$ cat src/hw/rtl/bls_pkg.sv
// ----------------------------------------------------------------------------
// bls_pkg: shared types for the Bresenham line stepper
// Opcode codes carried on the input tuser field.
// ----------------------------------------------------------------------------
`default_nettype none

package bls_pkg;

  // Input item kind.
  typedef enum logic [0:0] {
    OP_LOAD = 1'b0,
    OP_STEP = 1'b1
  } op_t;

endpackage : bls_pkg

`default_nettype wire

$ cat src/hw/rtl/bls_setup.sv
// ----------------------------------------------------------------------------
// bls_setup: line setup for a load item
// Picks the major axis, the step directions, the start position, the error
// term and its two increments, and the pixel count from two endpoints.
// ----------------------------------------------------------------------------
`default_nettype none

module bls_setup #(
  parameter int COORD_BITS = 12,
  localparam int ERR_W = COORD_BITS + 3
) (
  input  logic [COORD_BITS-1:0]   x_start,
  input  logic [COORD_BITS-1:0]   y_start,
  input  logic [COORD_BITS-1:0]   x_end,
  input  logic [COORD_BITS-1:0]   y_end,
  output logic                    axes_swapped,
  output logic                    major_step_negative,
  output logic                    minor_step_negative,
  output logic [COORD_BITS-1:0]   major_start,
  output logic [COORD_BITS-1:0]   minor_start,
  output logic signed [ERR_W-1:0] error_start,
  output logic signed [ERR_W-1:0] up_increment,
  output logic signed [ERR_W-1:0] down_increment,
  output logic [COORD_BITS:0]     pixel_count
);

  logic [COORD_BITS-1:0] dx;
  logic [COORD_BITS-1:0] dy;
  logic [COORD_BITS-1:0] dmaj;
  logic [COORD_BITS-1:0] dmin;
  logic [COORD_BITS-1:0] major_end;
  logic [COORD_BITS-1:0] minor_end;
  logic signed [ERR_W-1:0] two_dmin;
  logic signed [ERR_W-1:0] two_dmaj;
  logic signed [ERR_W-1:0] one_dmaj;

  // Absolute spans on both axes.
  assign dx = (x_start >= x_end) ? (x_start - x_end) : (x_end - x_start);
  assign dy = (y_start >= y_end) ? (y_start - y_end) : (y_end - y_start);

  // A steep line runs along y.
  assign axes_swapped = (dx < dy);

  always_comb begin
    if (axes_swapped) begin
      major_start = y_start;
      major_end   = y_end;
      minor_start = x_start;
      minor_end   = x_end;
      dmaj        = dy;
      dmin        = dx;
    end else begin
      major_start = x_start;
      major_end   = x_end;
      minor_start = y_start;
      minor_end   = y_end;
      dmaj        = dx;
      dmin        = dy;
    end
  end

  assign major_step_negative = (major_start > major_end);
  assign minor_step_negative = (minor_start > minor_end);

  // Error term and increments, all non-negative spans widened before use.
  assign two_dmin = $signed({2'b00, dmin, 1'b0});
  assign two_dmaj = $signed({2'b00, dmaj, 1'b0});
  assign one_dmaj = $signed({3'b000, dmaj});

  assign error_start    = two_dmin - one_dmaj;
  assign up_increment   = two_dmin - two_dmaj;
  assign down_increment = two_dmin;

  // A line covers the major span plus one pixel.
  assign pixel_count = {1'b0, dmaj} + {{COORD_BITS{1'b0}}, 1'b1};

endmodule : bls_setup

`default_nettype wire

$ cat src/hw/rtl/bls_core.sv
// ----------------------------------------------------------------------------
// bls_core: line state and per-pixel step
// Holds the line state, loads it from the setup logic and advances it one
// pixel per step item while any remain; one result for every accepted item.
// ----------------------------------------------------------------------------
`default_nettype none

module bls_core #(
  parameter int COORD_BITS = 12
) (
  input  logic                  clk,
  input  logic                  rst,
  input  logic                  accept,
  input  bls_pkg::op_t          opcode,
  input  logic [COORD_BITS-1:0] x_start,
  input  logic [COORD_BITS-1:0] y_start,
  input  logic [COORD_BITS-1:0] x_end,
  input  logic [COORD_BITS-1:0] y_end,
  output logic                  res_pixel_valid,
  output logic [COORD_BITS-1:0] res_pixel_x,
  output logic [COORD_BITS-1:0] res_pixel_y,
  output logic                  res_last_pixel
);

  import bls_pkg::*;

  localparam int ERR_W = COORD_BITS + 3;

  // Line state.
  logic [COORD_BITS-1:0]   major_pos;
  logic [COORD_BITS-1:0]   minor_pos;
  logic signed [ERR_W-1:0] error_term;
  logic signed [ERR_W-1:0] up_increment;
  logic signed [ERR_W-1:0] down_increment;
  logic [COORD_BITS:0]     pixels_left;
  logic                    major_step_negative;
  logic                    minor_step_negative;
  logic                    axes_swapped;

  // Setup values for a load.
  logic                    su_swapped;
  logic                    su_major_neg;
  logic                    su_minor_neg;
  logic [COORD_BITS-1:0]   su_major_start;
  logic [COORD_BITS-1:0]   su_minor_start;
  logic signed [ERR_W-1:0] su_error;
  logic signed [ERR_W-1:0] su_up;
  logic signed [ERR_W-1:0] su_down;
  logic [COORD_BITS:0]     su_count;

  logic                    drawing;
  logic                    minor_step;
  logic [COORD_BITS-1:0]   major_pos_next;
  logic [COORD_BITS-1:0]   minor_pos_next;
  logic signed [ERR_W-1:0] error_term_next;

  bls_setup #(
    .COORD_BITS (COORD_BITS)
  ) u_setup (
    .x_start             (x_start),
    .y_start             (y_start),
    .x_end               (x_end),
    .y_end               (y_end),
    .axes_swapped        (su_swapped),
    .major_step_negative (su_major_neg),
    .minor_step_negative (su_minor_neg),
    .major_start         (su_major_start),
    .minor_start         (su_minor_start),
    .error_start         (su_error),
    .up_increment        (su_up),
    .down_increment      (su_down),
    .pixel_count         (su_count)
  );

  assign drawing    = (pixels_left != '0);
  assign minor_step = (error_term > $signed({ERR_W{1'b0}}));

  // Next position and error term for one pixel step.
  always_comb begin
    major_pos_next  = major_step_negative ? (major_pos - 1'b1) : (major_pos + 1'b1);
    if (minor_step) begin
      minor_pos_next  = minor_step_negative ? (minor_pos - 1'b1) : (minor_pos + 1'b1);
      error_term_next = error_term + up_increment;
    end else begin
      minor_pos_next  = minor_pos;
      error_term_next = error_term + down_increment;
    end
  end

  // Result for the item being accepted; loads and idle steps give zeros.
  always_comb begin
    res_pixel_valid = 1'b0;
    res_pixel_x     = '0;
    res_pixel_y     = '0;
    res_last_pixel  = 1'b0;
    if (opcode == OP_STEP && drawing) begin
      res_pixel_valid = 1'b1;
      res_pixel_x     = axes_swapped ? minor_pos : major_pos;
      res_pixel_y     = axes_swapped ? major_pos : minor_pos;
      res_last_pixel  = (pixels_left == (COORD_BITS + 1)'(1));
    end
  end

  // State update.
  always_ff @(posedge clk) begin
    if (rst) begin
      major_pos           <= '0;
      minor_pos           <= '0;
      error_term          <= '0;
      up_increment        <= '0;
      down_increment      <= '0;
      pixels_left         <= '0;
      major_step_negative <= 1'b0;
      minor_step_negative <= 1'b0;
      axes_swapped        <= 1'b0;
    end else if (accept) begin
      case (opcode)
        OP_LOAD: begin
          major_pos           <= su_major_start;
          minor_pos           <= su_minor_start;
          error_term          <= su_error;
          up_increment        <= su_up;
          down_increment      <= su_down;
          pixels_left         <= su_count;
          major_step_negative <= su_major_neg;
          minor_step_negative <= su_minor_neg;
          axes_swapped        <= su_swapped;
        end
        OP_STEP: begin
          if (drawing) begin
            major_pos   <= major_pos_next;
            minor_pos   <= minor_pos_next;
            error_term  <= error_term_next;
            pixels_left <= pixels_left - 1'b1;
          end
        end
        default: begin
          pixels_left <= pixels_left;
        end
      endcase
    end
  end

endmodule : bls_core

`default_nettype wire

$ cat src/hw/rtl/bls_out_skid.sv
// ----------------------------------------------------------------------------
// bls_out_skid: two-entry output buffer
// A result register plus a skid entry, so that an item can be accepted while
// the previous result still waits on the output.
// ----------------------------------------------------------------------------
`default_nettype none

module bls_out_skid #(
  parameter int WIDTH = 26
) (
  input  logic             clk,
  input  logic             rst,
  input  logic             in_valid,
  output logic             in_ready,
  input  logic [WIDTH-1:0] in_data,
  output logic             out_valid,
  input  logic             out_ready,
  output logic [WIDTH-1:0] out_data
);

  logic             skid_valid;
  logic [WIDTH-1:0] skid_data;
  logic             push;
  logic             pop;

  assign in_ready = !skid_valid;
  assign push     = in_valid && in_ready;
  assign pop      = out_valid && out_ready;

  // Valid flags.
  always_ff @(posedge clk) begin
    if (rst) begin
      out_valid  <= 1'b0;
      skid_valid <= 1'b0;
    end else if (push) begin
      if (out_valid && !pop) begin
        skid_valid <= 1'b1;
      end else begin
        out_valid <= 1'b1;
      end
    end else if (pop) begin
      if (skid_valid) begin
        skid_valid <= 1'b0;
      end else begin
        out_valid <= 1'b0;
      end
    end
  end

  // Payload registers.
  always_ff @(posedge clk) begin
    if (push) begin
      if (out_valid && !pop) begin
        skid_data <= in_data;
      end else begin
        out_data <= in_data;
      end
    end else if (pop && skid_valid) begin
      out_data <= skid_data;
    end
  end

  // The skid entry is only ever filled behind a held result.
  a_skid_behind_out: assert property (@(posedge clk) disable iff (rst)
    skid_valid |-> out_valid)
    else $error("skid entry holds an item while the output is empty");

  // An item arriving on a stalled output goes to the skid entry.
  a_stall_to_skid: assert property (@(posedge clk) disable iff (rst)
    (push && out_valid && !out_ready) |=> skid_valid)
    else $error("item accepted on a stalled output was not parked");

  // A drained skid entry moves to the output in order.
  a_skid_drain: assert property (@(posedge clk) disable iff (rst)
    (skid_valid && out_ready) |=> (out_valid && !skid_valid &&
                                    out_data == $past(skid_data)))
    else $error("skid entry did not move to the output");

endmodule : bls_out_skid

`default_nettype wire

$ cat src/hw/rtl/bresenham_line_stepper.sv
// ----------------------------------------------------------------------------
// bresenham_line_stepper: Bresenham line rasterizer, all octants
// A load item sets up a line from two endpoints; each step item returns the
// next pixel of that line and flags the final one.
// ----------------------------------------------------------------------------
//
//  Channel  Dir  Handshake                    Contents
//  s_axis   in   s_axis_tvalid/s_axis_tready  tuser opcode, tdata endpoints
//  m_axis   out  m_axis_tvalid/m_axis_tready  tuser pixel_valid, tdata x/y,
//                                             tlast last_pixel
//
//  One item is taken per cycle while ready is high; its result is registered.
//  The line state update (one add and compare) sits between the state
//  registers and a two-entry output buffer, which sets the one-per-cycle rate.
//  Input ready drops only when both output entries are full.
//  Reset clears the line state (idle) and empties the output buffer.
//
`default_nettype none

module bresenham_line_stepper #(
  parameter int COORD_BITS = 12,
  localparam int IN_DATA_W  = ((4 * COORD_BITS + 7) / 8) * 8,
  localparam int OUT_DATA_W = ((2 * COORD_BITS + 7) / 8) * 8
) (
  input  logic                  clk,
  input  logic                  rst,
  input  logic                  s_axis_tvalid,
  output logic                  s_axis_tready,
  // From bit 0: x_start, y_start, x_end, y_end, zero fill.
  input  logic [IN_DATA_W-1:0]  s_axis_tdata,
  // opcode.
  input  logic                  s_axis_tuser,
  output logic                  m_axis_tvalid,
  input  logic                  m_axis_tready,
  // From bit 0: pixel_x, pixel_y, zero fill.
  output logic [OUT_DATA_W-1:0] m_axis_tdata,
  // pixel_valid.
  output logic                  m_axis_tuser,
  output logic                  m_axis_tlast
);

  import bls_pkg::*;

  localparam int RES_W = 2 * COORD_BITS + 2;

  logic                  accept;
  op_t                   opcode;
  logic                  res_pixel_valid;
  logic [COORD_BITS-1:0] res_pixel_x;
  logic [COORD_BITS-1:0] res_pixel_y;
  logic                  res_last_pixel;
  logic [RES_W-1:0]      res_packed;
  logic [RES_W-1:0]      out_packed;

  assign accept = s_axis_tvalid && s_axis_tready;
  assign opcode = op_t'(s_axis_tuser);

  // Line state and stepping.
  bls_core #(
    .COORD_BITS (COORD_BITS)
  ) u_core (
    .clk             (clk),
    .rst             (rst),
    .accept          (accept),
    .opcode          (opcode),
    .x_start         (s_axis_tdata[0 +: COORD_BITS]),
    .y_start         (s_axis_tdata[COORD_BITS +: COORD_BITS]),
    .x_end           (s_axis_tdata[2 * COORD_BITS +: COORD_BITS]),
    .y_end           (s_axis_tdata[3 * COORD_BITS +: COORD_BITS]),
    .res_pixel_valid (res_pixel_valid),
    .res_pixel_x     (res_pixel_x),
    .res_pixel_y     (res_pixel_y),
    .res_last_pixel  (res_last_pixel)
  );

  assign res_packed = {res_last_pixel, res_pixel_valid, res_pixel_y, res_pixel_x};

  // Result register with skid entry.
  bls_out_skid #(
    .WIDTH (RES_W)
  ) u_out (
    .clk       (clk),
    .rst       (rst),
    .in_valid  (s_axis_tvalid),
    .in_ready  (s_axis_tready),
    .in_data   (res_packed),
    .out_valid (m_axis_tvalid),
    .out_ready (m_axis_tready),
    .out_data  (out_packed)
  );

  // Output packing.
  assign m_axis_tdata = OUT_DATA_W'(out_packed[2 * COORD_BITS - 1:0]);
  assign m_axis_tuser = out_packed[2 * COORD_BITS];
  assign m_axis_tlast = out_packed[2 * COORD_BITS + 1];

endmodule : bresenham_line_stepper

`default_nettype wire

$ cat config.mk
export PLATFORM = sky130hd
export DESIGN_NAME = bresenham_line_stepper
export DESIGN_NICKNAME = d
export VERILOG_FILES = /design/src/hw/rtl/bls_pkg.sv /design/src/hw/rtl/bls_setup.sv /design/src/hw/rtl/bls_core.sv /design/src/hw/rtl/bls_out_skid.sv /design/src/hw/rtl/bresenham_line_stepper.sv
export SDC_FILE = /design/constraint.sdc
export NUM_CORES = 1
export LEC_CHECK = 0
export BUFFER_PORTS_ARGS = -buffer_cell sky130_fd_sc_hd__buf_2
export CORE_UTILIZATION = 57
export CTS_BUF_LIST = sky130_fd_sc_hd__clkbuf_8
export CTS_CLUSTER_DIAMETER = 50
export CTS_CLUSTER_SIZE = 14
export DETAILED_ROUTE_END_ITERATION = 6
export PLACE_DENSITY = 0.86
export SYNTH_ARGS = -nofsm -noshare
export SYNTH_HDL_FRONTEND = slang
export SYNTH_SLANG_ARGS = --single-unit
$ cat constraint.sdc
create_clock -name clk -period 8.3 [get_ports clk]
set_input_delay 1.245 -clock clk [delete_from_list [all_inputs] [get_ports clk]]
set_output_delay 1.245 -clock clk [all_outputs]
set_load 0.1 [all_outputs]
==> impl_metrics.csv <==
group,metric,value,unit
timing,worst_pin_slew,1.15,ns
setup_path,critical-path-max-stage-delay,0.67,ns
floorplanning,fp-row-count,53,
setup_path,r2r-end,"u_core.error_term[12]",
cts,cts_sinks,134,
layout,num-fill-cells,1824,
synth,ys_seq_elements,134,
floorplanning,die_y,148,um
synth,ys_seq_area_share,26.3,%
synth,synth-main-ff-cell,"dfxtp_1",
cts,cts_made_buffers,17,
synth,synthArstFlopShare,0,%
cts,htree_levels,4,
timing,worst_slack,0.633,ns
floorplanning,core,0.0210,mm2
detailed_routing,post_drt_via_cell_ratio,6.22,
setup_path,critical_path.slowest_cell,"o21ai_0",
timing,max_freq,130,MHz
global_route,grt.met2_usage,50.5,%
status,violations,"DRC",
cts,cts_tree,"built",
global_route,busiest_layer,"met2",
power,total_power,0.00457,W
detailed_routing,drt_iter0_markers,1006,
layout,fin_util,63.1,%
global_route,grt_max_degree,80,
power,power.leakage,5.85,nW
setup_path,worstSetupEndpointType,"flop",
setup_path,crit_type,"input port to flop",
synth,synth_edf_count,52,
setup_path,reg2reg_slack,3.82,ns
place,dp_worst_setup_slack,0.336,ns
detailed_routing,dr.pass1.iters,7,
floorplanning,initial_core_util,58.0,%
synth,synth.yosys.warnings,0,
setup_path,crit_top_cell,"o21ai_0",
cts,worst_skew_pair.late_latency,0.46,ns
worst_hold_path,whs_endpoint,"u_core.up_increment[3]",
setup_path,r2r_cells,16,
layout,fin_nets,1782,
detailed_routing,drt-total-wl,33700,um
detailed_routing,vias,11739,
detailed_routing,drc,2,
timing,hold_viol_final,0,
timing,relSlewSlack,23.2,%
timing,tns,0,ns
timing,slew_violations,0,
setup_path,r2r-start,"u_core.error_term[2]",
global_route,grt_util_all_layers,30.7,%
synth,yosysUniqueCellTypes,78,
job,maxCapViolations,0,
layout,area_delta_synth_final,8.91,%
cts,cts-resized-gates,0,
floorplanning,ios,81,
place,gp_congestion,0.949,
timing,rsz0062_at_grt,"false",
setup_path,startpoint_type,"input port",
global_route,met3_usage,5.83,%
power,ir_worst_vdd,0.197,mV
timing,final.period_utilization,92.4,%
layout,final_common_cell,"nand2_1",
cts,postCtsSetupRepairBufs,0,
global_route,grtUsageMet1,39.0,%
status,status,"finished, violations left",
synth,syn_nets,1741,
cts,hold_buffers,0,
place,hpwl,25500,um
synth,synth_area,0.0122,mm2
timing,setup_viol,0,
global_route,grt_antenna_before_repair,1,
place,io_buffers,80,
worst_hold_path,min_from,"u_core.up_increment[3]",
cts,clk_path_buf_depth,2,
worst_hold_path,whs_path_depth,2,
cts,cts_root_buf,"clkbuf_8",
global_route,grt_pass1_wl,53900,um
layout,most-common-layout-cells,"nand2_1, nor2_1, a21oi_1, ha_1, inv_1",
floorplanning,die_area,0.0220,mm2
floorplanning,die_w,148,um
setup_path,required,8.59,ns
synth,syn-instance-count,1559,
worst_hold_path,hp-class,"flop to flop",
layout,drive_gt1_share,11.3,%
timing,skew,0.0222,ns
setup_path,arrival,7.96,ns
power,p_per_area,344,mW/mm2
timing,period_needed,7.67,ns
synth,syn-mean-instance-area,7.82,um2
setup_path,worstPathMaxFanout,66,
global_route,gr-total-overflow,0,
detailed_routing,antenna_left,0,
detailed_routing,wl_per_cell,17.8,um
cts,clk_pin_slew,0.08,ns
global_route,grt_pass1_vias,11008,
layout,n_antenna_cell,0,
[stage by stage]
stage               instance area (um2)  hold WS (ns)  std cells
finish                            13300         0.456       1888
global route                      13300         0.470       1888
CTS                               13300         0.455       1888
detailed placement                12800         0.443       1856
global placement                  12800         0.438       1856
floorplan                         12200         0.428       1559
[cell families (layout without fill, tap and decap cells)]
kind of cell	count (synthesis)	after routing	synth area share (%)
flip-flops	134	134	26.3
AO/OA/AOI/OAI	477	477	25.3
AND/OR/NAND/NOR	483	483	17.6
XOR/XNOR	75	75	5.45
adder cells (fa/ha/maj)	132	132	13.9
multiplexers	64	64	5.47
buffers and inverters	194	248	6.03
[where the power goes]
part	total (W)	switching [W]	leakage [nW]	internal (W)
Sequential	0.000934	0.000117	1.19	0.000817
Clock	0.000605	0.000299	0.215	0.000306
Combinational	0.00303	0.00188	4.44	0.00115
[worst max path at each step]
| stage | slack (ns) | cells past startpoint | startpoint | to |
|---|---|---|---|---|
| 2_1_floorplan | 0.38 | 33 | s_axis_tdata[12] | u_core.error_term[12] |
| 3_3_place_gp | 0.52 | 32 | s_axis_tdata[12] | u_core.error_term[12] |
| 3_5_place_dp | 0.34 | 32 | s_axis_tdata[12] | u_core.error_term[12] |
| 4_1_cts | 0.83 | 32 | s_axis_tdata[12] | u_core.error_term[12] |
| 5_1_grt | 0.13 | 28 | s_axis_tdata[12] | u_core.error_term[12] |
| 6_report | 0.63 | 31 | s_axis_tdata[12] | u_core.minor_step_negative |
[final cells by class]
cell class | count | area (um2) | area share, %
clock inverter | 15 | 195 | 1.47
sequential | 134 | 3200 | 24.1
clock buffer | 17 | 234 | 1.76
multi-input combinational | 1231 | 8260 | 62.3
tap | 275 | 344 | 2.59
timing repair buffer | 105 | 613 | 4.62
inverter | 111 | 419 | 3.16
[critical path: cells and delay by family]
family                   cells  cell delay [ns]
XOR/XNOR                     1             0.36
AO/OA/AOI/OAI               12             3.36
AND/OR/NAND/NOR              8             0.91
adder cells (fa/ha/maj)      4             1.31
buffers and inverters        5             0.58
multiplexers                 1             0.13
[synth_stat cells (all sizes together) (4+ instances only)]
cell    number  area [um2]
nand2      194         728
nor2       151         567
a21oi      150         751
ha         122        1530
inv        111         419
o21ai      105         529
dfxtp       82        1640
clkbuf      72         270
xnor2       55         489
edfxtp      52        1560
mux2i       46         460
a211oi      35         280
a21o        33         248
o31ai       29         218
nor3        26         130
xor2        20         175
mux2        18         206
nand4       18         113
o21bai      18         135
nand3       17        85.1
a311oi      16         140
nor2b       16         100
buf         11        45.0
o211ai      10        75.1
a31oi        9        56.3
and2         9        56.3
nand2b       9        56.3
a21boi       8        60.1
nor4         8        50.1
o22ai        8        50.1
or3          8        50.1
fa           7         140
o31a         7        61.3
a221oi       5        43.8
a22oi        5        51.3
and3         5        31.3
nand3b       5        37.5
nor3b        5        37.5
and4         4        37.5
o21a         4        30.0
o221a        4        45.0
o221ai       4        47.6
[state kept, by name, summed over array words and instances (netlist names)]
signal	count
u_out.out_data	26
u_out.skid_data	26
u_core.error_term	15
u_core.pixels_left	13
u_core.up_increment	13
u_core.down_increment	12
u_core.major_pos	12
u_core.minor_pos	12
u_core.axes_swapped	1
u_core.major_step_negative	1
u_core.minor_step_negative	1
u_out.out_valid	1
u_out.skid_valid	1
[routing by layer]
layer / share of wire [%] / vias to the layer above / routed length, um
met5: 0.030 / - / 10
met1: 43 / 5512 / 14300
met4: 3.8 / 2 / 1290
met2: 46 / 462 / 15600
met3: 7.2 / 98 / 2430
li1: - / 5665 / -
No activity file was read; power rests on OpenSTA's default activity.
